**src/design/mhd_pkg.sv**
```systemverilog
// ----------------------------------------------------------------------------
// mhd_pkg
// Shared types, constants and helpers of the mipmap half downsampler.
// ----------------------------------------------------------------------------
package mhd_pkg;

  // Default size limits of the block.
  localparam int DEF_MAX_WIDTH      = 2048;
  localparam int DEF_MAX_HEIGHT     = 2048;
  localparam int DEF_MAX_COMPONENTS = 4;

  // Fixed field widths.
  localparam int SAMPLE_W = 8;
  localparam int SUM_W    = 9;
  localparam int TOTAL_W  = 10;
  localparam int CFG_W    = 12;
  localparam int CIDX_W   = 2;
  localparam int FMT_W    = 3;
  localparam int COMP_W   = 2;

  // Even-column hold registers, one per component code.
  localparam int HOLD_DEPTH = 4;

  // Queue between the front and back parts.
  localparam int QDEPTH = 4;
  localparam int QPTR_W = $clog2(QDEPTH);
  localparam int QCNT_W = $clog2(QDEPTH + 1);

  // Configuration register indexes.
  localparam logic [CIDX_W-1:0] REG_FORMAT = 2'd0;
  localparam logic [CIDX_W-1:0] REG_WIDTH  = 2'd1;
  localparam logic [CIDX_W-1:0] REG_HEIGHT = 2'd2;

  // Format codes.
  localparam logic [FMT_W-1:0] FMT_RGB        = 3'd0;
  localparam logic [FMT_W-1:0] FMT_RGBA       = 3'd1;
  localparam logic [FMT_W-1:0] FMT_LUMINANCE  = 3'd2;
  localparam logic [FMT_W-1:0] FMT_LUM_ALPHA  = 3'd3;
  localparam logic [FMT_W-1:0] FMT_ALPHA      = 3'd4;

  // Reset values of the configuration registers.
  localparam logic [FMT_W-1:0] FORMAT_RESET = FMT_RGBA;
  localparam logic [CFG_W-1:0] SIZE_RESET   = 12'd1;

  // Configuration write transaction.
  typedef struct packed {
    logic              valid;
    logic [CIDX_W-1:0] index;
    logic [CFG_W-1:0]  data;
  } cfg_wr_t;

  // Classified item handed from the front part to the back part.
  typedef struct packed {
    logic             err;
    logic             use_row;
    logic             eoi;
    logic [SUM_W-1:0] hsum;
  } job_t;

  // Queue entry: job plus the line buffer word read for it.
  typedef struct packed {
    job_t             job;
    logic [SUM_W-1:0] rowsum;
  } q_entry_t;

  // Components per pixel of a format; zero marks an invalid code.
  function automatic logic [FMT_W-1:0] comps_of(input logic [FMT_W-1:0] code);
    logic [FMT_W-1:0] n;
    case (code)
      FMT_RGB:       n = 3'd3;
      FMT_RGBA:      n = 3'd4;
      FMT_LUMINANCE: n = 3'd1;
      FMT_LUM_ALPHA: n = 3'd2;
      FMT_ALPHA:     n = 3'd1;
      default:       n = 3'd0;
    endcase
    return n;
  endfunction

  // Address bits of a memory, at least one.
  function automatic int addr_bits(input int depth);
    return (depth > 1) ? $clog2(depth) : 1;
  endfunction

endpackage

```
**src/design/mhd_queue.sv**
```systemverilog
// ----------------------------------------------------------------------------
// mhd_queue
// Short first-in first-out queue of jobs between the front and back parts.
// ----------------------------------------------------------------------------
module mhd_queue (
  input  logic                       clk_i,
  input  logic                       rst_ni,
  input  logic                       push_i,
  input  mhd_pkg::q_entry_t          entry_i,
  input  logic                       pop_i,
  output mhd_pkg::q_entry_t          entry_o,
  output logic [mhd_pkg::QCNT_W-1:0] count_o
);
  import mhd_pkg::*;

  q_entry_t          slot_q [QDEPTH];
  logic [QPTR_W-1:0] wr_ptr_q, rd_ptr_q;
  logic [QCNT_W-1:0] count_q;

  // Pointers and fill count.
  always_ff @(posedge clk_i or negedge rst_ni) begin
    if (!rst_ni) begin
      wr_ptr_q <= '0;
      rd_ptr_q <= '0;
      count_q  <= '0;
    end else begin
      if (push_i) begin
        wr_ptr_q <= wr_ptr_q + QPTR_W'(1);
      end
      if (pop_i) begin
        rd_ptr_q <= rd_ptr_q + QPTR_W'(1);
      end
      case ({push_i, pop_i})
        2'b10:   count_q <= count_q + QCNT_W'(1);
        2'b01:   count_q <= count_q - QCNT_W'(1);
        default: count_q <= count_q;
      endcase
    end
  end

  // Entry storage.
  always_ff @(posedge clk_i) begin
    if (push_i) begin
      slot_q[wr_ptr_q] <= entry_i;
    end
  end

  assign entry_o = slot_q[rd_ptr_q];
  assign count_o = count_q;

endmodule

```
**config.mk**
```make
export PLATFORM = sky130hd
export DESIGN_NAME = mhd_queue
export DESIGN_NICKNAME = d
export VERILOG_FILES = /design/src/design/mhd_pkg.sv /design/src/design/mhd_queue.sv
export SDC_FILE = /design/constraint.sdc
export NUM_CORES = 1
export LEC_CHECK = 0
export ABC_CLOCK_PERIOD_IN_PS = 3370
export BUFFER_PORTS_ARGS = -buffer_cell sky130_fd_sc_hd__buf_4
export CAP_MARGIN = 5
export CORE_MARGIN = 4
export CORE_UTILIZATION = 43
export DETAILED_ROUTE_END_ITERATION = 7
export REMOVE_ABC_BUFFERS = 1
export SETUP_SLACK_MARGIN = 0.3
export SYNTH_ARGS = -nofsm -noshare
export SYNTH_HDL_FRONTEND = slang
export SYNTH_SLANG_ARGS = --single-unit
```
**constraint.sdc**
```tcl
create_clock -name clk_i -period 3.37 [get_ports clk_i]
set_input_delay 0.674 -clock clk_i [delete_from_list [all_inputs] [get_ports clk_i]]
set_output_delay 0.674 -clock clk_i [all_outputs]
set_load 0.03 [all_outputs]
```
==> results.py <==
metrics = {
    "sta": {
        "final_critical_path_setup_slack_ps": 668,
        "final-hold-violation-count": 0,
        "setup_violations": 0,
        "min_period_over_period": 0.802,
        "max_freq_ghz": 0.370,
        "timing.final.crit_period_ps": 2700,
        "grt_setup_unrepaired": "no",
        "fin_setup_tns_ps": 0,
        "worst_slew_pin_slew_ps": 773,
        "worst_clock_skew_ps": 12.5,
        "worst_slew_margin_rel": 0.485,
        "timing_max_transition_violations_final": 0,
    },
    "placed_design": {
        "dpl.cell_count": 295,
        "placement.io_buffers": 48,
        "hpwlAfterDp_mm": 4.02,
        "placed_cell_area_sq_um": 3940,
        "gp_congestion": 0.670,
        "detailedPlace.worstSlack_ps": 984,
    },
    "critical_path": {
        "critPathSlowestCell": "dfrtp_1",
        "cp_slowest_stage_delay_ps": 680,
        "worstPathMaxFanout": 16,
        "setup.worst_path.start_class": "flip-flop",
        "worstPathArrival_ps": 2030,
        "worst_path_dominant_cell_family": "flip-flops",
        "critPathRequiredTime_ps": 2700,
        "end_kind": "primary output",
        "path_class": "flip-flop to primary output",
        "regToRegSetupSlack_ps": 1490,
        "critPathBufInv": 2,
        "path_cells": "buf_12, mux4_1, buf_4",
    },
    "floorplan": {
        "die_outline_width_um": 97.6,
        "initial_utilization": 0.444,
        "die_h_um": 97.6,
        "boundaryPins": 49,
        "placementRows": 32,
        "design.core.area_sq_um": 7770,
        "full_die_area_sq_um": 9530,
    },
    "synth": {
        "synth_largest_type_area_fraction": 0.731,
        "yosysSeqAreaShare": 0.781,
        "synth_top_area_cell": "edfxtp_1",
        "synthesis.area_sq_um": 3450,
        "netlist-cell-type-count": 17,
        "netlist_top_cells_area": "edfxtp_1, mux4_2, dfrtp_1",
        "postSynthRegisterBits": 91,
        "syn_avg_cell_area_sq_um": 24.0,
        "synthesized_netlist_cell_count": 144,
        "synth_warnings": 0,
    },
    "global_route": {
        "number_of_antenna_violations_at_the_first_check_in_global_routing": 0,
        "grt_usage": 0.130,
        "grt_pass1_vias": 1756,
        "grt_first_pass_wirelength_mm": 9.30,
        "grt_overflow": 0,
        "maximum_number_of_pins_on_one_net_before_global_route_repair": 17,
    },
    "route": {
        "routed_wirelength_mm": 5.88,
        "post_drt_wl_per_cell_um": 18.9,
        "dr.first_iter.drc_count": 61,
        "ant_nets": 0,
        "drc": 0,
        "via_per_inst": 5.02,
        "dr_total_vias": 1561,
        "initial_drt_pass_iterations": 4,
    },
    "clock_network": {
        "worst_path_clk_slew_ps": 80,
        "number_of_hold_buffers_added_after_cts": 0,
        "clock-sinks": 91,
        "cts-resized-gates": 0,
        "clock_tree_from_tritoncts": "yes",
        "cts_max_path_buffers": 2,
        "cts_buffers": 9,
        "latest_clock_arrival_within_the_worst_skew_pair_ps": 350,
        "cts.htree.levels": 3,
        "clock_tree.root_cell": "clkbuf_8",
        "post_cts.repair.setup_buffers": 0,
    },
    "flow_run": {
        "max_cap_violations": 0,
    },
    "final_layout": {
        "nets": 235,
        "insertedDiodeCount": 0,
        "stdcell_count": 311,
        "area_delta_synth_final_pct": 19.0,
        "fraction_of_layout_cells_with_a_size_suffix_above_1": 0.416,
        "final_cell_area_sq_um": 4110,
    },
    "power": {
        "p_per_area_nw_per_um2": 880,
        "worst_ir_drop_vdd_mv": 0.504,
        "power.total_mw": 3.61,
        "power_leakage_nw": 1.47,
    },
    "run_status": {
        "run_status": "finished, final reports clean",
    },
    "hold_path": {
        "min_path_type": "input pin to asynchronous set/reset pin",
    },
}
[flip-flops by register name, indices dropped and copies added (netlist names)]
register  flops
wr_ptr_q      2
slot_q       84
count_o       3
rd_ptr_q      2
[placed cells by master (no fill, tap or decap), drive strengths merged]
| master | n |
|---|---|
| dfrtp | 7 |
| clkbuf | 10 |
| edfxtp | 84 |
| clkinv | 4 |
| nand2 | 2 |
| fa | 1 |
| mux2i | 1 |
| o21ai | 1 |
| mux4 | 21 |
| xnor2 | 2 |
| xor2 | 4 |
| ha | 5 |
| and2 | 4 |
| nor2 | 1 |
| buf | 54 |
| clkinvlp | 2 |
| inv | 6 |
[metrics by stage]
stage	hold WS [ps]	util
floorplan	378	-
global placement	462	0.507
detailed placement	476	0.507
CTS	119	0.529
global route	114	0.529
finish	135	0.529
[synth_stat cells]
cell	number
xnor2_1	2
o21ai_0	1
mux2i_1	1
buf_6	1
ha_1	5
fa_1	1
xor2_1	4
mux4_2	18
nor2_1	1
buf_12	2
mux4_1	3
and2_1	4
inv_1	6
nand2_1	2
buf_2	2
dfrtp_1	7
edfxtp_1	84
[power breakdown]
| group | switching, mW | internal (mW) | total (mW) |
|---|---|---|---|
| Combinational | 0.775 | 0.598 | 1.37 |
| Clock | 0.361 | 0.268 | 0.629 |
| Sequential | 0.123 | 1.49 | 1.61 |
[area by class of cell]
cell class	instances	area, sq um
Timing Repair Buffer	54	418
Tap cell	102	128
Sequential cell	91	2700
Clock buffer	10	128
Multi-Input combinational cell	42	671
Fill cell	633	3660
Clock inverter	6	42.5
Inverter	6	22.5
[worst reg2reg max path, stage by stage (launching register included)]
cell and delay [ps]:
dfrtp_1 410, inv_1 100, ha_1 140, and2_1 630, buf_4 320
[logic make-up after synthesis]
kind of cell	share of synthesized area
simple gates	0.0105
flops	0.781
xor+xnor	0.0152
fa+ha+maj	0.0239
compound gates	0.00145
mux	0.143
buf+inv	0.0243
[per-layer routing]
layer | track usage | part of all wire
met1 | 0.154 | 0.39
met2 | 0.226 | 0.55
met3 | 0.0373 | 0.038
met4 | 0.0511 | 0.014
met5 | 0 | 0
[worst paths after layout]
path | from | endpoint | depth (start not counted)
min in group clk_i | count_o[2]$_DFFE_PN0P_ | count_o[2]$_DFFE_PN0P_ | 1
setup / recovery | rd_ptr_q[0]$_DFFE_PN0P_ | entry_o[20] | 3
setup reg to reg | wr_ptr_q[1]$_DFFE_PN0P_ | slot_q[1][8]$_DFFE_PP_ | 4
hold reg to reg | count_o[2]$_DFFE_PN0P_ | count_o[2]$_DFFE_PN0P_ | 1
max in group asynchronous | rst_ni | rd_ptr_q[1]$_DFFE_PN0P_ | 1
hold / removal | rst_ni | count_o[0]$_DFFE_PN0P_ | 1
No activity file was read; power rests on OpenSTA's default activity.
