<file path="config.mk">
export PLATFORM = sky130hd
export DESIGN_NAME = mhd_back
export DESIGN_NICKNAME = d
export VERILOG_FILES = /design/src/design/mhd_pkg.sv /design/src/design/mhd_back.sv
export SDC_FILE = /design/constraint.sdc
export NUM_CORES = 1
export LEC_CHECK = 0
export ABC_AREA = 1
export BUFFER_PORTS_ARGS = -buffer_cell sky130_fd_sc_hd__clkbuf_2
export CORE_MARGIN = 5
export CORE_UTILIZATION = 41
export DETAILED_ROUTE_END_ITERATION = 6
export PLACE_DENSITY = 0.67
export SYNTH_ARGS = -nofsm -noshare
export SYNTH_HDL_FRONTEND = slang
export SYNTH_SLANG_ARGS = --single-unit
</file>
<file path="constraint.sdc">
create_clock -name clk_i -period 1.4 [get_ports clk_i]
set_input_delay 0.14 -clock clk_i [delete_from_list [all_inputs] [get_ports clk_i]]
set_output_delay 0.14 -clock clk_i [all_outputs]
set_load 0.01 [all_outputs]
</file>
<file path="src/design/mhd_pkg.sv">
// ----------------------------------------------------------------------------
// mhd_pkg
// Shared types, constants and helpers of the mipmap half downsampler.
// ----------------------------------------------------------------------------
package mhd_pkg;

  // Default size limits of the block.
  localparam int DEF_MAX_WIDTH      = 2048;
  localparam int DEF_MAX_HEIGHT     = 2048;
  localparam int DEF_MAX_COMPONENTS = 4;

  // Fixed field widths.
  localparam int SAMPLE_W = 8;
  localparam int SUM_W    = 9;
  localparam int TOTAL_W  = 10;
  localparam int CFG_W    = 12;
  localparam int CIDX_W   = 2;
  localparam int FMT_W    = 3;
  localparam int COMP_W   = 2;

  // Even-column hold registers, one per component code.
  localparam int HOLD_DEPTH = 4;

  // Queue between the front and back parts.
  localparam int QDEPTH = 4;
  localparam int QPTR_W = $clog2(QDEPTH);
  localparam int QCNT_W = $clog2(QDEPTH + 1);

  // Configuration register indexes.
  localparam logic [CIDX_W-1:0] REG_FORMAT = 2'd0;
  localparam logic [CIDX_W-1:0] REG_WIDTH  = 2'd1;
  localparam logic [CIDX_W-1:0] REG_HEIGHT = 2'd2;

  // Format codes.
  localparam logic [FMT_W-1:0] FMT_RGB        = 3'd0;
  localparam logic [FMT_W-1:0] FMT_RGBA       = 3'd1;
  localparam logic [FMT_W-1:0] FMT_LUMINANCE  = 3'd2;
  localparam logic [FMT_W-1:0] FMT_LUM_ALPHA  = 3'd3;
  localparam logic [FMT_W-1:0] FMT_ALPHA      = 3'd4;

  // Reset values of the configuration registers.
  localparam logic [FMT_W-1:0] FORMAT_RESET = FMT_RGBA;
  localparam logic [CFG_W-1:0] SIZE_RESET   = 12'd1;

  // Configuration write transaction.
  typedef struct packed {
    logic              valid;
    logic [CIDX_W-1:0] index;
    logic [CFG_W-1:0]  data;
  } cfg_wr_t;

  // Classified item handed from the front part to the back part.
  typedef struct packed {
    logic             err;
    logic             use_row;
    logic             eoi;
    logic [SUM_W-1:0] hsum;
  } job_t;

  // Queue entry: job plus the line buffer word read for it.
  typedef struct packed {
    job_t             job;
    logic [SUM_W-1:0] rowsum;
  } q_entry_t;

  // Components per pixel of a format; zero marks an invalid code.
  function automatic logic [FMT_W-1:0] comps_of(input logic [FMT_W-1:0] code);
    logic [FMT_W-1:0] n;
    case (code)
      FMT_RGB:       n = 3'd3;
      FMT_RGBA:      n = 3'd4;
      FMT_LUMINANCE: n = 3'd1;
      FMT_LUM_ALPHA: n = 3'd2;
      FMT_ALPHA:     n = 3'd1;
      default:       n = 3'd0;
    endcase
    return n;
  endfunction

  // Address bits of a memory, at least one.
  function automatic int addr_bits(input int depth);
    return (depth > 1) ? $clog2(depth) : 1;
  endfunction

endpackage

</file>
<file path="src/design/mhd_back.sv">
// ----------------------------------------------------------------------------
// mhd_back
// Completes the 2x2 sum of a queued job, rounds it and holds the result in
// the output register until the downstream side takes it.
// ----------------------------------------------------------------------------
module mhd_back (
  input  logic                         clk_i,
  input  logic                         rst_ni,
  input  logic [mhd_pkg::QCNT_W-1:0]   q_count_i,
  input  mhd_pkg::q_entry_t            q_entry_i,
  output logic                         pop_o,
  input  logic                         out_stall_i,
  output logic                         out_valid_o,
  output logic [mhd_pkg::SAMPLE_W-1:0] out_value_o,
  output logic                         end_of_image_o,
  output logic                         config_error_o
);
  import mhd_pkg::*;

  logic                out_valid_q;
  logic [SAMPLE_W-1:0] value_q;
  logic                eoi_q, err_q;
  logic [TOTAL_W-1:0]  total;
  logic [TOTAL_W:0]    rounded;
  logic                pop;

  // Vertical pair and rounding.
  always_comb begin
    if (q_entry_i.job.use_row) begin
      total = TOTAL_W'(q_entry_i.rowsum) + TOTAL_W'(q_entry_i.job.hsum);
    end else begin
      total = {q_entry_i.job.hsum, 1'b0};
    end
    rounded = (TOTAL_W + 1)'(total) + (TOTAL_W + 1)'(2);
    pop     = (q_count_i != '0) && (!out_valid_q || !out_stall_i);
  end

  // Output register.
  always_ff @(posedge clk_i or negedge rst_ni) begin
    if (!rst_ni) begin
      out_valid_q <= 1'b0;
    end else if (pop) begin
      out_valid_q <= 1'b1;
    end else if (!out_stall_i) begin
      out_valid_q <= 1'b0;
    end
  end

  always_ff @(posedge clk_i) begin
    if (pop) begin
      value_q <= q_entry_i.job.err ? '0 : rounded[TOTAL_W-1:2];
      eoi_q   <= q_entry_i.job.eoi && !q_entry_i.job.err;
      err_q   <= q_entry_i.job.err;
    end
  end

  assign pop_o          = pop;
  assign out_valid_o    = out_valid_q;
  assign out_value_o    = value_q;
  assign end_of_image_o = eoi_q;
  assign config_error_o = err_q;

endmodule

</file>
==> impl_metrics.env, run 1 <==
export IMPL_worstMarginPinSlew_ps=293
export IMPL_r2r_slack_ps=390
export IMPL_n_fill_cell=244
export IMPL_yosys_register_bits=11
export IMPL_clock_sinks=11
export IMPL_core_um2=2810
export IMPL_worstHoldStart="q_count_i[2]"
export IMPL_violations="negative setup slack"
export IMPL_seq_area_um2=325
export IMPL_dieArea_um2=4180
export IMPL_arrival_ps=1620
export IMPL_r2r_end="out_value_o[7]"
export IMPL_wl_per_cell_um=10.6
export IMPL_reg2reg_depth=2
export IMPL_grt_pass1_wl_um=4890
export IMPL_clock_latency_ps=260
export IMPL_fmax_mhz=625
export IMPL_gp_congestion=0.793
export IMPL_synth_top_area_cell="edfxtp_1"
export IMPL_worstHoldPathType="primary input to flop"
export IMPL_crit_type="primary input to flop"
export IMPL_setup_viol=7
export IMPL_grt_usage=0.141
export IMPL_fp_dieW_um=64.7
export IMPL_nNetsFinal=286
export IMPL_critical_path_top_delay_family="adder cells"
export IMPL_hold_violations=0
export IMPL_finalWirelength_um=2970
export IMPL_irDropWorstVdd_mv=0.265
export IMPL_critPathRequiredTime_ps=1420
export IMPL_antennaDiodeCount=0
export IMPL_drc=0
export IMPL_start_kind="primary input"
export IMPL_vias_per_cell=4.83
export IMPL_synth_main_ff_cell="edfxtp_1"
export IMPL_fin_skew_ps=1.32
export IMPL_slowest_delay_ps=380
export IMPL_yosysSeqAreaShare=0.266
export IMPL_synth_fp_nets=214
export IMPL_ant_nets=0
export IMPL_cts_buffer_depth=2
export IMPL_power_density_nw_per_um2=667
export IMPL_multi_input_area_um2=906
export IMPL_path_cells="buf_8 -> nand2_8 -> fa_2 -> inv_2 -> o21ai_1 -> o21ai_1 -> ha_2 -> nand3_2 -> nor2_2 -> nand4_1 -> nand2_1 -> nor2_2"
export IMPL_num_vias=1347
export IMPL_avgSynthCellArea_um2=6.92
export IMPL_r2r_start="out_valid_o"
export IMPL_syn_inst=177
export IMPL_clk_pin_slew_ps=60
export IMPL_whs_endpoint="out_valid_o"
export IMPL_p_total_uw=1240
export IMPL_fin_crit_sh=1.14
export IMPL_dieHeight_um=64.7
export IMPL_rsz0062_at_grt="yes"
export IMPL_portBuffers=38
export IMPL_drive_gt1_frac=0.508
export IMPL_outcome="finished, violations left"
export IMPL_synth_edf_count=10
export IMPL_synth_cell_type_count=26
export IMPL_ys_warn_count=0
export IMPL_syn_area_um2=1220
export IMPL_cp_num_buf_inv=2
export IMPL_relSlewSlack=0.803
export IMPL_grt_pass1_vias=1247
export IMPL_slew_viol_final=0
export IMPL_min_delay_path_depth=3
export IMPL_io_pins=39
export IMPL_worstSetupEndpointType="flop"
export IMPL_slowest_stage="fa_2"
export IMPL_place_hpwl_um=2450
export IMPL_drv_cap=0
export IMPL_pre_cts_ws_ps=-555
export IMPL_leakage_uw=0.000972
export IMPL_async_flop_share=0.0909
export IMPL_synth_area_leaders="edfxtp_1 25%, nand2_1 16%, ha_1 9.2%, inv_1 8.3%, nand3_1 4.9%"
export IMPL_initial_core_util=0.437
export IMPL_htreeDepth=1
export IMPL_root_buffer="clkbuf_4"
export IMPL_drt_iter0_drc=29
export IMPL_gr_total_overflow=0
export IMPL_cp_max_fo=4
export IMPL_layout_min_cycle_time_ps=1600
export IMPL_placementRows=19
export IMPL_cts_buffers_inserted=3
export IMPL_grt_start_max_net_pins=12
export IMPL_syn_to_final_growth_pct=51.4
export IMPL_antenna_found_initial=0
export IMPL_cts_tree="yes"
export IMPL_fin_ws_ps=-201
export IMPL_dr_pass1_iters=5
export IMPL_yosysTopAreaCellShare=0.245
## layout make-up
class	count	area share
Multi-Input combinational cell	134	0.489
Timing Repair Buffer	68	0.238
Sequential cell	11	0.175
Inverter	31	0.0628
Tap cell	31	0.0209
Clock buffer	4	0.0142
## registers in the layout, summed over array words and instances (netlist names)
signal,cells
out_value_o,8
config_error_o,1
end_of_image_o,1
out_valid_o,1
## Yosys cell counts, types with 2 or more instances
cell type	count
a21oi_1	9
a31oi_1	2
edfxtp_1	10
ha_1	9
inv_1	27
inv_2	4
nand2_1	53
nand2_2	5
nand2_4	2
nand3_1	12
nand3_2	6
nand4_1	3
nor2_1	15
nor2_4	3
o21ai_0	3
o21ai_1	2
or2_2	3
## per-layer routing
metal | GRT usage | vias up | share of wire | wire length (um)
met5 | 0 | - | 0 | 0
met4 | 0.0317 | 0 | 0.0027 | 8
met3 | 0.0121 | 2 | 0.046 | 137
met2 | 0.273 | 32 | 0.53 | 1570
met1 | 0.167 | 601 | 0.42 | 1250
li1 | - | 712 | - | -
## worst register-to-register path, delay by kind of cell (launching register included)
| family | cells | cell delay [ps] |
|---|---|---|
| compound gates | 1 | 120 |
| flops | 1 | 410 |
| buf+inv | 1 | 190 |
## metrics by stage
stage               utilization  area [um^2]  setup TNS, ps  hold WS [ps]  std cells
global placement          0.596         1670          -2870         -85.0        269
finish                    0.661         1850           -798          90.5        279
floorplan                     -         1270           -880          -156        177
CTS                       0.628         1760           -673          88.5        276
global route              0.661         1850          -1370          99.3        279
detailed placement        0.596         1670          -3360         -83.9        269
## layout by cell type, fill, tap and decap left out, types with 8 or more instances in the layout
cell      instances
edfxtp_1         10
inv_2             8
nand3_1           9
nand3_2           9
inv_1            23
buf_4            28
clkbuf_2         36
nor2_1           12
nand2_2          11
nand2_1          45
## timing repair
action                                  4_1_cts  5_1_grt
resized for setup                            11       18
endpoints found under the hold margin         1        0
pin swaps                                     7       15
endpoints found under the setup margin        7        7
setup buffers                                 2        3
hold buffers                                  1        0
## how the worst max path moves through the flow
| stage | from | endpoint | slack (ps) | depth (start not counted) |
|---|---|---|---|---|
| 6_report | q_entry_i[0] | out_value_o[7] | -200 | 12 |
| 4_1_cts | q_entry_i[1] | out_value_o[7] | -180 | 12 |
| 5_1_grt | q_entry_i[11] | out_value_o[7] | -280 | 14 |
| 3_5_place_dp | q_entry_i[9] | out_value_o[7] | -550 | 12 |
| 2_1_floorplan | q_entry_i[9] | out_value_o[7] | -220 | 11 |
| 3_3_place_gp | q_entry_i[9] | out_value_o[7] | -450 | 12 |
## power by group
group	switching (uW)	internal (uW)
Sequential	6.94	394
Combinational	340	294
Clock	91.5	110
## kinds of logic after synthesis
kind of cell,after synthesis,share of synthesized area
AND/OR/NAND/NOR,106,0.440
buffers and inverters,32,0.104
AO/OA/AOI/OAI,17,0.0746
flip-flops,11,0.266
adder cells (fa/ha/maj),10,0.108
XOR/XNOR,1,0.00715
No activity file was read; power rests on OpenSTA's default activity.
==> inputs of run 2 (changes only) <==
--- a/config.mk
+++ b/config.mk
@@ -7,7 +7,7 @@
 export LEC_CHECK = 0
 export ABC_AREA = 1
 export BUFFER_PORTS_ARGS = -buffer_cell sky130_fd_sc_hd__clkbuf_2
-export CORE_MARGIN = 5
+export CORE_MARGIN = 1.5
 export CORE_UTILIZATION = 41
 export DETAILED_ROUTE_END_ITERATION = 6
 export PLACE_DENSITY = 0.67
==> run 2 against run 1 <==
The run ends with design-rule violations, negative setup slack left. Non-clock buffer count grew 1. Maximum frequency grew 1.4%. Sequential share of layout area shrank 1.5 points. Routed wire length grew 18%. Cell area grew 9.6%. Worst hold slack gained 3.0 ps. Setup slack gained 23 ps.
==> impl_metrics.env, run 2 (synthesis results as in run 1) <==
export IMPL_outcome="finished, violations left"
export IMPL_violations="design-rule violations, negative setup slack"
export IMPL_hold_violations=0
export IMPL_cts_buffers_inserted=3
export IMPL_core_um2=2810
export IMPL_dieArea_um2=3320
export IMPL_final_cell_mix="37 x nand2_1, 34 x clkbuf_2, 29 x buf_4"
export IMPL_grt_use_met3=0.0156
export IMPL_power_density_nw_per_um2=663
export IMPL_ant_nets=0
export IMPL_place_area_um2=1670
export IMPL_net_switching_power_uw=510
export IMPL_arrival_ps=1600
export IMPL_initial_core_util=0.437
export IMPL_share_comb_of_total_power=0.549
export IMPL_grt_usage=0.201
export IMPL_htreeDepth=1
export IMPL_nNetsFinal=287
export IMPL_r2r_slack_ps=360
export IMPL_dieHeight_um=57.7
export IMPL_reg2reg_depth=2
export IMPL_r2r_start="out_valid_o"
export IMPL_num_vias=1423
export IMPL_gp_congestion=0.849
export IMPL_fin_skew_ps=7.21
export IMPL_tns_ps=-758
export IMPL_critPathRequiredTime_ps=1430
export IMPL_setup_viol=7
export IMPL_fin_ws_ps=-179
export IMPL_wl_per_cell_um=12.5
export IMPL_dr_pass1_iters=6
export IMPL_grt_start_max_net_pins=12
export IMPL_rsz0062_at_grt="yes"
export IMPL_power_frac_seq=0.297
export IMPL_portBuffers=38
export IMPL_p_clk_frac=0.154
export IMPL_final_area_um2=2030
export IMPL_grt_use_met2=0.417
export IMPL_drv_cap=0
export IMPL_syn_to_final_growth_pct=66.0
export IMPL_grt_pass1_wl_um=5290
export IMPL_n_fill_cell=216
export IMPL_antenna_found_initial=0
export IMPL_relSlewSlack=0.812
export IMPL_grt_pass1_vias=1354
export IMPL_slew_viol_final=0
export IMPL_vias_per_cell=5.08
export IMPL_final_cells=280
export IMPL_grt_busiest_layer="met2"
export IMPL_clock_sinks=11
export IMPL_p_total_uw=1350
export IMPL_whs_endpoint="out_valid_o"
export IMPL_internal_power_uw=838
export IMPL_drt_iter0_drc=31
export IMPL_cts_tree="yes"
export IMPL_clock_latency_ps=260
export IMPL_layout_min_cycle_time_ps=1580
export IMPL_root_buffer="clkbuf_4"
export IMPL_clk_pin_slew_ps=70
export IMPL_dp_cells=269
export IMPL_worstMarginPinSlew_ps=280
export IMPL_cp_max_fo=4
export IMPL_irDropWorstVdd_mv=0.265
export IMPL_drc=5
export IMPL_gr_total_overflow=0
export IMPL_min_delay_path_depth=3
export IMPL_fp_dieW_um=57.7
export IMPL_worstHoldPathType="primary input to flop"
export IMPL_utilization=0.725
export IMPL_largest_reg_flops=8
export IMPL_placementRows=19
export IMPL_mostFrequentLayoutCell="nand2_1"
export IMPL_finalWirelength_um=3500
export IMPL_place_hpwl_um=2570
export IMPL_crit_type="primary input to flop"
export IMPL_fin_crit_sh=1.13
export IMPL_fmax_mhz=633
export IMPL_worstSetupEndpointType="flop"
export IMPL_r2r_end="out_value_o[2]"
export IMPL_drive_gt1_frac=0.582
export IMPL_worstHoldStart="q_count_i[2]"
export IMPL_antennaDiodeCount=0
export IMPL_io_pins=39
export IMPL_cts_buffer_depth=2
export IMPL_netSwitchingFraction=0.378
export IMPL_start_kind="primary input"
export IMPL_leakage_uw=0.00101
export IMPL_use_met1=0.204
run 2: cell count changes in the layout (fill, tap and decap cells not counted), moves of 3 or more:
cell,previous run,this run
ha_4,3,6
nand2_1,45,37
nand2_2,11,14
nand2_4,3,8
nand3_1,9,5
nand3_4,1,5
o21ai_1,3,0
run 2: worst max-delay path by stage:
stage	from	end	slack [ps]	depth (start not counted)
floorplan	q_entry_i[9]	out_value_o[7]	-220	11
global placement	q_entry_i[9]	out_value_o[7]	-460	12
detailed placement	q_entry_i[9]	out_value_o[7]	-560	13
finish	q_entry_i[0]	out_value_o[7]	-180	13
global route	q_entry_i[10]	out_value_o[7]	-230	13
CTS	q_entry_i[1]	out_value_o[7]	-200	12
run 2: power by group through the flow:
stage	Sequential, uW	Clock (uW)	Combinational (uW)
after floorplan	424	0	332
after global placement	407	0	541
after detailed placement	408	0	562
after CTS	401	210	598
after global routing	404	235	802
final	401	208	740
run 2: area by class of cell:
cell class	instances	area [um^2]	share of cell area
well taps	31	38.8	0.0191
clock buffers	4	26.3	0.0129
multi-input cells	134	1070	0.526
flip-flops and latches	11	325	0.160
inverters	31	119	0.0585
repair buffers	69	455	0.224
run 2: per-stage QoR:
step / hold slack, ps / setup slack, ps
floorplan: -156 / -224
global placement: -85.0 / -456
detailed placement: -77.9 / -563
CTS: 105 / -201
global route: 113 / -233
finish: 93.5 / -179
run 2: critical path, cell delays in order:
cell	delay, ps
buf_8	80
nand2_8	50
fa_2	390
inv_4	110
nand3_4	90
nand3_2	80
nand3_2	90
nand2_4	110
nand3_4	100
nor2_4	100
nand4_1	110
nand2_1	110
nor2_1	40
run 2: timing repair:
action / in CTS / in global routing
hold buffers: 1 / 0
resized for setup: 17 / 47
setup endpoints to repair: 7 / 8
endpoints found under the hold margin: 1 / 0
setup buffers: 0 / 6
pin swaps: 12 / 29
run 2: metal layers:
| metal | share of wire | vias to the layer above |
|---|---|---|
| met5 | 0 | - |
| met4 | 0.0026 | 0 |
| met3 | 0.039 | 2 |
| met2 | 0.56 | 36 |
| met1 | 0.39 | 667 |
| li1 | - | 718 |
==> inputs of run 3 (changes only) <==
--- a/config.mk
+++ b/config.mk
@@ -5,12 +5,13 @@
 export SDC_FILE = /design/constraint.sdc
 export NUM_CORES = 1
 export LEC_CHECK = 0
-export ABC_AREA = 1
+export ABC_AREA = 0
 export BUFFER_PORTS_ARGS = -buffer_cell sky130_fd_sc_hd__clkbuf_2
 export CORE_MARGIN = 1.5
-export CORE_UTILIZATION = 41
+export CORE_UTILIZATION = 49
+export CTS_CLUSTER_DIAMETER = 80
 export DETAILED_ROUTE_END_ITERATION = 6
-export PLACE_DENSITY = 0.67
+export PLACE_DENSITY = 0.79
 export SYNTH_ARGS = -nofsm -noshare
 export SYNTH_HDL_FRONTEND = slang
 export SYNTH_SLANG_ARGS = --single-unit
==> run 3 against run 2 <==
The run ends with negative setup slack left. Critical path depth shrank 4. Sequential power grew 1%. Flip-flop and latch count did not move. Sequential share of layout area increased by 1.3 points. Register-to-register slack lost 80 ps. Critical path type unchanged. Largest power group unchanged.
==> impl_metrics.env, run 3 <==
export IMPL_outcome="finished, violations left"
export IMPL_violations="negative setup slack"
export IMPL_initial_core_util=0.535
export IMPL_avgSynthCellArea_um2=9.23
export IMPL_pre_cts_ws_ps=-798
export IMPL_setup_viol=7
export IMPL_reg2reg_depth=2
export IMPL_synth_top_area_cell="edfxtp_1"
export IMPL_final_cell_mix="34 x clkbuf_2, 33 x buf_4, 10 x edfxtp_1"
export IMPL_grt_pass1_vias=1282
export IMPL_slew_viol_final=0
export IMPL_irDropWorstVdd_mv=0.592
export IMPL_ys_warn_count=0
export IMPL_multi_input_area_um2=927
export IMPL_dieHeight_um=49.8
export IMPL_portBuffers=38
export IMPL_cts_buffer_depth=2
export IMPL_relSlewSlack=0.720
export IMPL_antennaDiodeCount=0
export IMPL_power_density_nw_per_um2=725
export IMPL_fmax_mhz=473
export IMPL_num_vias=1447
export IMPL_min_delay_path_depth=3
export IMPL_clk_pin_slew_ps=70
export IMPL_wl_per_cell_um=22.5
export IMPL_vias_per_cell=6.55
export IMPL_mostFrequentLayoutCell="clkbuf_2"
export IMPL_nNetsFinal=232
export IMPL_io_pins=39
export IMPL_syn_to_final_growth_pct=76.1
export IMPL_async_flop_share=0.0909
export IMPL_fp_dieW_um=49.8
export IMPL_drt_iter0_drc=97
export IMPL_worstSetupEndpointType="flop"
export IMPL_seq_area_um2=325
export IMPL_syn_inst=116
export IMPL_synth_fp_nets=153
export IMPL_final_cells=221
export IMPL_rsz0062_at_grt="yes"
export IMPL_drv_cap=0
export IMPL_start_kind="primary input"
export IMPL_synth_edf_count=10
export IMPL_yosysSeqAreaShare=0.304
export IMPL_synth_common_cells="10 x edfxtp_1, 10 x nand2_1, 9 x ha_1, 9 x nor2_1, 8 x a21oi_1"
export IMPL_ant_nets=0
export IMPL_synth_cell_type_count=46
export IMPL_syn_area_um2=1070
export IMPL_synth_main_ff_cell="edfxtp_1"
export IMPL_fin_crit_sh=1.51
export IMPL_gp_congestion=0.928
export IMPL_leakage_uw=0.000866
export IMPL_final_area_um2=1890
export IMPL_hold_violations=0
export IMPL_placementRows=16
export IMPL_clock_latency_ps=270
export IMPL_fin_skew_ps=5.63
export IMPL_clock_sinks=11
export IMPL_grt_start_max_net_pins=12
export IMPL_crit_type="primary input to flop"
export IMPL_critPathRequiredTime_ps=1400
export IMPL_drc=0
export IMPL_place_area_um2=1630
export IMPL_synth_area_leaders="edfxtp_1 28%, ha_1 11%, xnor2_1 4.1%, a21oi_1 3.7%, nand2_1 3.5%"
export IMPL_dr_pass1_iters=6
export IMPL_yosysTopAreaCellShare=0.280
export IMPL_n_fill_cell=65
export IMPL_hold_ws_ps=117
export IMPL_layout_min_cycle_time_ps=2110
export IMPL_cts_tree="yes"
export IMPL_worstHoldPathType="primary input to flop"
export IMPL_drive_gt1_frac=0.613
export IMPL_worstMarginPinSlew_ps=416
export IMPL_cts_buffers_inserted=3
export IMPL_largest_reg_flops=8
export IMPL_gr_total_overflow=0
export IMPL_fin_ws_ps=-714
export IMPL_place_hpwl_um=2470
export IMPL_finalWirelength_um=4980
export IMPL_grt_pass1_wl_um=5380
export IMPL_yosys_register_bits=11
export IMPL_cp_max_fo=4
export IMPL_core_um2=2000
export IMPL_dp_cells=208
export IMPL_antenna_found_initial=0
export IMPL_htreeDepth=1
export IMPL_dieArea_um2=2480
export IMPL_grt_usage=0.272
export IMPL_arrival_ps=2110
export IMPL_p_total_uw=1370
export IMPL_root_buffer="clkbuf_4"
## run 3: changes by cell type after synthesis, sizes merged, moves of 4 or more
| cell | change |
|---|---|
| nor3 | +6 |
| inv | -28 |
| xnor2 | +4 |
| nor2 | -9 |
| nand2 | -50 |
| nand3 | -17 |
## run 3: kinds of logic after synthesis
| group | after synthesis | share of synthesized area |
|---|---|---|
| AOI/OAI and AO/OA | 36 | 0.243 |
| xor gates and xnor gates | 5 | 0.0409 |
| adders and majority gates | 10 | 0.124 |
| buffers and inverters | 6 | 0.0386 |
| DFF | 11 | 0.304 |
| muxes | 1 | 0.00935 |
| and+or+nand+nor | 47 | 0.241 |
## run 3: cell type report
type / instances / area share
Clock buffer: 4 / 0.0139
Inverter: 4 / 0.0206
Multi-Input combinational cell: 99 / 0.492
Sequential cell: 11 / 0.173
Tap cell: 27 / 0.0179
Timing Repair Buffer: 76 / 0.283
## run 3: worst paths after layout
path | start | endpoint | slack, ps
worst max-delay path | q_entry_i[14] | out_value_o[6] | -710
worst min-delay path | q_count_i[2] | out_valid_o | 120
worst max register to register | out_valid_o | out_value_o[4] | 280
worst min register to register | out_valid_o | out_valid_o | 590
max in group asynchronous | rst_ni | out_valid_o | 1090
min in group asynchronous | rst_ni | out_valid_o | 220
## run 3: report_power, final
group	leakage (uW)	internal [uW]	total, uW	switching, uW
registers	0.000110	395	405	10.2
logic	0.000741	373	745	372
clock network	0.0000150	110	217	107
## run 3: per-layer routing
metal,track usage,vias up,routed length (um)
li1,-,605,-
met1,0.301,672,1700
met2,0.513,132,2440
met3,0.0273,38,512
met4,0.130,0,329
met5,0,-,0
## run 3: repair_timing
action	4_1_cts	5_1_grt
pin swaps	6	22
buffers inserted	3	5
hold buffers	1	0
resized for setup	9	29
endpoints found under the hold margin	1	0
endpoints found under the setup margin	8	8
## run 3: stage by stage
step                      TNS (ps)  utilization
final                        -3600        0.942
after global routing         -3920        0.942
after CTS                    -2250        0.859
after detailed placement     -5000        0.813
after global placement       -4580        0.813
after floorplan              -2540            -
## run 3: critical path, cell delays in order
cell,delay (ps)
clkbuf_2,110
ha_4,280
or3b_1,360
a31oi_1,230
a311oi_2,120
a31oi_4,260
nand3b_1,150
nor3_1,330
nor3_1,130
